`src/hdl/cdfs_pkg.sv`:
```
`timescale 1ns / 1ps
// cdfs_pkg: shared constants of the cdf table inverse sampler
// no dependencies; imported by the interfaces, the divider, the top level, the checker and the bench
package cdfs_pkg;

	localparam int INDEX_W = 10;
	localparam int ANGLE_W = 17;
	localparam int FRAC_W  = 16;

	localparam logic [ANGLE_W-1:0] ANGLE_ONE = 17'h10000;

	localparam logic OP_LOAD   = 1'b0;
	localparam logic OP_SAMPLE = 1'b1;

endpackage

```
`src/hdl/cdfs_div.sv`:
```
`timescale 1ns / 1ps
// cdfs_div: restoring divider, one quotient bit per cycle, ANGLE_W quotient bits
// depends on cdfs_pkg; caller guarantees numer < denom * 2**ANGLE_W
module cdfs_div import cdfs_pkg::*; #(
	parameter int DEN_W = 25
) (
	input  logic                     clk,
	input  logic                     arst_n,
	input  logic                     start,
	input  logic [DEN_W+ANGLE_W-1:0] numer,
	input  logic [DEN_W-1:0]         denom,
	output logic                     done,
	output logic [ANGLE_W-1:0]       quotient
);

	localparam int NUM_W = DEN_W + ANGLE_W;
	localparam int CNT_W = $clog2(ANGLE_W);

	logic [DEN_W-1:0]   rem_q;
	logic [ANGLE_W-1:0] quo_q;
	logic [DEN_W-1:0]   den_q;
	logic [CNT_W-1:0]   cnt_q;
	logic               busy_q;
	logic               done_q;
	logic [DEN_W:0]     trial;
	logic [DEN_W:0]     trial_sub;
	logic               fits;

	assign trial     = {rem_q, quo_q[ANGLE_W-1]};
	assign trial_sub = trial - {1'b0, den_q};
	assign fits      = trial >= {1'b0, den_q};

	always_ff @(posedge clk or negedge arst_n) begin
		if (!arst_n) begin
			busy_q <= 1'b0;
			done_q <= 1'b0;
			cnt_q  <= '0;
		end else begin
			done_q <= 1'b0;
			if (start) begin
				busy_q <= 1'b1;
				cnt_q  <= '0;
			end else if (busy_q) begin
				if (cnt_q == CNT_W'(ANGLE_W - 1)) begin
					busy_q <= 1'b0;
					done_q <= 1'b1;
				end else begin
					cnt_q <= cnt_q + 1'b1;
				end
			end
		end
	end

	// quotient bits shift in where the numerator bits shift out
	always_ff @(posedge clk) begin
		if (start) begin
			rem_q <= numer[NUM_W-1:ANGLE_W];
			quo_q <= numer[ANGLE_W-1:0];
			den_q <= denom;
		end else if (busy_q) begin
			rem_q <= fits ? trial_sub[DEN_W-1:0] : trial[DEN_W-1:0];
			quo_q <= {quo_q[ANGLE_W-2:0], fits};
		end
	end

	assign done     = done_q;
	assign quotient = quo_q;

endmodule

```
`config.mk`:
```
export PLATFORM = sky130hd
export DESIGN_NAME = cdfs_div
export DESIGN_NICKNAME = d
export VERILOG_FILES = /design/src/hdl/cdfs_pkg.sv /design/src/hdl/cdfs_div.sv
export SDC_FILE = /design/constraint.sdc
export NUM_CORES = 1
export LEC_CHECK = 0
export BUFFER_PORTS_ARGS = -buffer_cell sky130_fd_sc_hd__clkbuf_2
export CAP_MARGIN = 20
export CORE_ASPECT_RATIO = 0.75
export CORE_MARGIN = 5
export CORE_UTILIZATION = 25
export DETAILED_ROUTE_END_ITERATION = 8
export RECOVER_POWER = 100
export SYNTH_ARGS = -nofsm -noshare
export SYNTH_HDL_FRONTEND = slang
export SYNTH_SLANG_ARGS = --single-unit
export TNS_END_PERCENT = 30
```
`constraint.sdc`:
```
create_clock -name clk -period 3.6 [get_ports clk]
set_clock_uncertainty 0.15 [all_clocks]
set_input_delay 1.08 -clock clk [delete_from_list [all_inputs] [get_ports clk]]
set_output_delay 1.08 -clock clk [all_outputs]
set_load 0.005 [all_outputs]
```
; Yosys cells after proc, flatten, opt, wreduce, memory -nomap -nowiden
; Index checks and enable logic that the tools add are counted.
[op_classes]
n_reduce_logical = 2
div = 0
n_bitwise = 0
muxes = 14
multipliers = 0
add_sub_neg = 2
shifts = 0
eq_ne = 2
magnitude_cmp = 1
[ops]
columns = cell, n
row1 = $mux W25, 3
row2 = $mux W17, 2
row3 = $ge A26 B25 Y1, 1
row4 = $sub A25 B25 Y25, 1
row5 = $mux W5, 3
row6 = $mux W1, 6
row7 = $add A5 B1 Y5 const B, 1
row8 = $eq A5 B5 Y1 const B, 1
row9 = $ne A2 B2 Y1 const B, 1
row10 = $reduce_and A2 Y1, 1
row11 = $reduce_bool A2 Y1, 1
[totals]
latch_bits = 0
mem_bits_ro = 0
ramBits = 0
mem_count = 0
word_cells = 27
inputBits = 70
output_inout_bits = 18
reg_bits = 74

; Logic depth before layout (Yosys ltp)
[logic_depth]
word_depth = 4
mapped_depth = 14
ltp_nobuf = 13

; Worst setup path after synthesis
; No wires, ideal clock.
[synth_path]
path_type = register -> register
from = register quo_q[16], in the netlist quotient[16]
to = register rem_q[12], data pin
arrival_time_ns = 2.779
t_required_ns = 3.190
stages_incl_launch_ff = 14
n_path_buf = 1
setup_time_ns = 0.260
period_less_slack_ns = 3.189
path_slack_ns = 0.411
cell_sequence = edfxtp_1 -> inv_1 -> ha_1 -> inv_1 -> fa_1 -> a21o_1 -> a221oi_2 -> a221oi_4 -> a21oi_4 -> a221oi_4 -> o32ai_4 -> buf_6 -> o21ai_1 -> mux2_2
[synth_via]
elab_chain_len = 4
word_cells_on_any_way = 5
classes_between = 1 x add/sub / 1 x order compare / 3 x mux
[synth_lines]
columns = element, line_no
row1 = from (decl), cdfs_div.sv:20  ; logic [ANGLE_W-1:0] quo_q;
row2 = from (signal assigned), cdfs_div.sv:58  ; quo_q <= numer[ANGLE_W-1:0];
row3 = from (signal assigned), cdfs_div.sv:62  ; quo_q <= {quo_q[ANGLE_W-2:0], fits};
row4 = $sub A25 B25 Y25 / $ge A26 B25 Y1 (equally long branches), "cdfs_div.sv:30, cdfs_div.sv:31"
row5 = $mux W25 *, cdfs_div.sv:61  ; rem_q <= fits ? trial_sub[DEN_W-1:0] : trial[DEN_W-1:0];
row6 = $mux W25 *, cdfs_div.sv:60  ; end else if (busy_q) begin
row7 = $mux W25 *, cdfs_div.sv:56  ; if (start) begin
row8 = to (signal assigned), cdfs_div.sv:57  ; rem_q <= numer[NUM_W-1:ANGLE_W];
row9 = to (signal assigned), cdfs_div.sv:61
row10 = to (decl), cdfs_div.sv:19  ; logic [DEN_W-1:0] rem_q;
; Mark *: on every way between the ends. The rest lies on a longest branch, timed or not. The select of a mux whose other input is x is not followed.
; A chain may end at the register's enable or synchronous reset.

; Final worst setup path
[layout_path]
from = register rem_q[4]
to = register rem_q[23], data pin
[layout_via]
elab_chain_len = 4
word_cells_on_any_way = 5
classes_between = 1 x add/sub / 1 x order compare / 3 x mux
[layout_lines]
columns = element, line_no
row1 = $sub A25 B25 Y25 / $ge A26 B25 Y1 (equally long branches), "cdfs_div.sv:30, cdfs_div.sv:31"
row2 = $mux W25 *, cdfs_div.sv:61
row3 = $mux W25 *, cdfs_div.sv:60
row4 = $mux W25 *, cdfs_div.sv:56
; Marked as above.

==> flow_summary_export.csv <==
group,metric,value,unit
run_status,status,"finished, final reports clean",
grt,overflow,0,
timing,post-route-period-util,91.97,%
critical_path,cpMostUsedCell,"a221oi_2",
critical_path,criticalPathCategory,"register to register",
grt,grt_pass1_wl,17380,um
die,die_area,20800,sq um
power_and_ir_drop,ir_drop,0.2887,mV
critical_path,critPathSlowestCell,"ha_1",
hold_path,worstHoldEndpoint,"cnt_q[4]",
timing,finalMaxSlewViolations,0,
power_and_ir_drop,combPwrFrac,47.7,%
yosys,synth_fp_nets,517,
power_and_ir_drop,p_seq_share,30.0,%
critical_path,start_kind,"register",
final_layout,drive_above_1_share,22.81,%
timing,setup_viol,0,
routing,drtIter0Drc,214,
timing,fin_tns_setup,0,ns
power_and_ir_drop,p_per_area,794.9,nW/um^2
critical_path,path_cells,"ha_1 -> and3_1 -> a221oi_4 -> a221oi_2 -> a21oi_4 -> a221oi_2 -> o32ai_4 -> buf_12 -> or2_2 -> o221ai_1",
clocking,h-tree-depth,3,
power_and_ir_drop,switching_share,37.08,%
critical_path,cp.required,3.62,ns
critical_path,r2r_end,"rem_q[23]",
routing,routed_wl,10460,um
critical_path,cp_top_family,"compound AO/OA/AOI/OAI gates",
die,core.rowCount,42,
yosys,syn_inst,419,
timing,rsz0062_at_grt,"no",
hold_path,hold_depth,2,
routing,vias,3354,
placed_design,gp_congestion,0.8487,
critical_path,critical_path_buf_inv_count,1,
clocking,cts_sinks,74,
critical_path,cp.arrival,3.34,ns
power_and_ir_drop,p_int,2751,uW
clocking,clkSlewWorstSetupHoldPaths,0.06,ns
hold_path,min_from,"cnt_q[4]",
power_and_ir_drop,leakagePower,0.002358,uW
power_and_ir_drop,p_clk_share,22.3,%
yosys,yosys_most_used_dff,"edfxtp_1",
routing,drcViolationCount,0,
die,core-area,17660,sq um
final_layout,seq_area,2187,sq um
hold_path,min_path_type,"register to register",
clocking,numCtsBuffers,9,
final_layout,nets,606,
timing,final_hold_viol_count,0,
routing,vias_per_cell,4.442,
clocking,root_buffer,"clkbuf_16",
flow_run,maxCapViolations,0,
critical_path,rr_worst_depth,10,
critical_path,critPathMaxStageDelay,0.47,ns
yosys,synth_area,4498,sq um
clocking,cts_max_path_buffers,2,
clocking,clk_latency,0.34,ns
critical_path,reg2reg_from,"rem_q[4]",
grt,grt_pass1_vias,3503,
final_layout,multiInputGateArea,2088,sq um
routing,wl_per_cell,13.85,um
power_and_ir_drop,p_sw,1621,uW
timing,fin_crit,3.311,ns
yosys,yosysWarnings,0,
grt,antenna_found_initial,0,
final_layout,syn2layout_area_growth,22.28,%
die,die_x,164.9,um
yosys,synth.avg_cell_area,10.74,sq um
routing,antenna_left,0,
routing,dr.pass1.iters,5,
yosys,synth_enable_flop_cells,67,
yosys,yosys.cell_types.count,56,
timing,slew_headroom,24.00,%
yosys,synth_seq_area_share,48.62,%
final_layout,diodes,0,
grt,track_usage,10.55,%
power_and_ir_drop,total_power,4372,uW
placed_design,hpwl,7844,um
clocking,cts-hold-fix-buffers,0,
critical_path,worst-r2r-setup-slack,0.29,ns
clocking,postCtsSetupRepairBufs,0,
final_layout,num-fill-cells,1882,
die,die_h,126.2,um
die,start_util,25.47,%
grt,grt_start_max_net_pins,43,
clocking,cts_resized,0,
timing,tightest_slew,1.140,ns
yosys,ys_async_sr_fraction,9.459,%
yosys,ys_ff_latch,74,
clocking,cts_tree,"built",
timing,max_freq,302.0,MHz
critical_path,endpoint_kind,"register",
critical_path,crit_fanout,30,
die,ios,88,
placed_design,port-buffer-count,87,
==> cells by family after synthesis <==
| kind of cell | Yosys count | synth area share [%] |
|---|---|---|
| adders and majority gates | 28 | 7.955 |
| muxes | 21 | 5.146 |
| buffers and inverters | 48 | 4.701 |
| DFF | 74 | 48.62 |
| xor gates and xnor gates | 23 | 4.478 |
| and+or+nand+nor | 113 | 11.88 |
| AOI/OAI and AO/OA | 112 | 17.22 |
==> layout by cell type (no fill, tap or decap), types with 5 or more instances in the layout <==
cell type  instances
nand3_1            8
o21ai_0           27
a21oi_1           31
xnor2_1           13
o21ai_1            5
ha_1              27
clkbuf_16          9
clkbuf_1          18
dfrtp_1            7
edfxtp_1          67
nand2_1           39
nor3_1             6
o21a_1             6
mux2_2            16
xor2_1            10
clkbuf_2          71
nand4_1            6
inv_1             33
a21o_1            12
nor2_1            29
==> synthesized netlist by cell type (2+ instances only) <==
cell | instances | area, sq um
buf_1 | 3 | 11.26
o21bai_1 | 2 | 15.01
a21oi_1 | 31 | 155.2
inv_1 | 33 | 123.9
a21o_1 | 12 | 90.09
nand3b_1 | 2 | 15.01
o31a_1 | 2 | 17.52
and3_1 | 4 | 25.02
clkbuf_1 | 6 | 22.52
a221oi_4 | 2 | 52.55
edfxtp_1 | 67 | 2012
xnor2_1 | 13 | 113.9
o21ai_0 | 22 | 110.1
nand4_1 | 6 | 37.54
o211ai_1 | 2 | 15.01
o31ai_1 | 2 | 15.01
a221o_1 | 2 | 20.02
nor2_1 | 29 | 108.9
buf_4 | 2 | 15.01
a31oi_1 | 2 | 12.51
xor2_1 | 10 | 87.58
mux2_2 | 17 | 191.4
a21boi_0 | 2 | 15.01
nand3_1 | 8 | 40.04
or3_1 | 2 | 12.51
and2_1 | 3 | 18.77
a211oi_1 | 4 | 30.03
dfrtp_1 | 7 | 175.2
o21ai_1 | 10 | 50.05
or2_2 | 4 | 25.02
nand2_1 | 39 | 146.4
buf_6 | 3 | 33.78
nand2b_1 | 4 | 25.02
mux2i_1 | 4 | 40.04
o21a_1 | 6 | 45.04
nor3_1 | 6 | 30.03
ha_1 | 27 | 337.8
==> tightest hold or removal path, delay by kind of cell, from the launching register on <==
kind | cells | cell delay, ns
flops | 1 | 0.37
xor+xnor | 1 | 0.07
simple gates | 1 | 0.07
==> through the flow <==
stage	cell area [sq um]	util [%]	setup slack (ns)	cells	hold slack (ns)
2_1_floorplan	4498	-	0.4107	419	0.3544
3_3_place_gp	5234	29.64	0.3066	739	0.3796
3_5_place_dp	5234	29.64	0.2185	739	0.3950
4_1_cts	5554	31.46	0.2084	755	0.4025
5_1_grt	5500	31.15	0.06627	755	0.4485
6_report	5500	31.15	0.2890	755	0.4033
==> layer usage <==
metal  track usage [%]  vias to the layer above  routed length (um)
li1                  -                     1704                   -
met1             14.86                     1574                5457
met2             15.61                       72                4498
met3             3.396                        4                 429
met4             2.787                        0                  73
met5                 0                        -                   0
==> power groups by stage <==
| stage | Clock (uW) | Combinational, uW | Sequential [uW] |
|---|---|---|---|
| floorplan | 0 | 1710 | 1290 |
| global placement | 0 | 2070 | 1320 |
| detailed placement | 0 | 2110 | 1320 |
| CTS | 1010 | 2120 | 1310 |
| global route | 1040 | 2360 | 1330 |
| finish | 976 | 2090 | 1310 |
==> area by class of cell <==
| class | count | area share (%) |
|---|---|---|
| flip-flops and latches | 74 | 39.76 |
| multi-input cells | 297 | 37.97 |
| repair buffers | 93 | 8.690 |
| well taps | 242 | 5.505 |
| clock buffers | 11 | 4.413 |
| inverters | 33 | 2.252 |
| clock inverters | 5 | 1.410 |
==> how the worst max path moves through the flow <==
stage / start / end / slack (ns) / depth (start not counted)
floorplan: quotient[16] / rem_q[12] / 0.41 / 13
global route: rem_q[4] / rem_q[23] / 0.07 / 10
global placement: quotient[16] / rem_q[21] / 0.31 / 14
CTS: quotient[16] / rem_q[21] / 0.21 / 14
detailed placement: quotient[16] / rem_q[21] / 0.22 / 14
finish: rem_q[4] / rem_q[23] / 0.29 / 10
==> flip-flops by register name, summed over array words and instances (netlist names) <==
| name | flops |
|---|---|
| busy_q | 1 |
| cnt_q | 5 |
| den_q | 25 |
| done | 1 |
| quotient | 17 |
| rem_q | 25 |
Note: power is estimated with default switching activity, not from simulation.
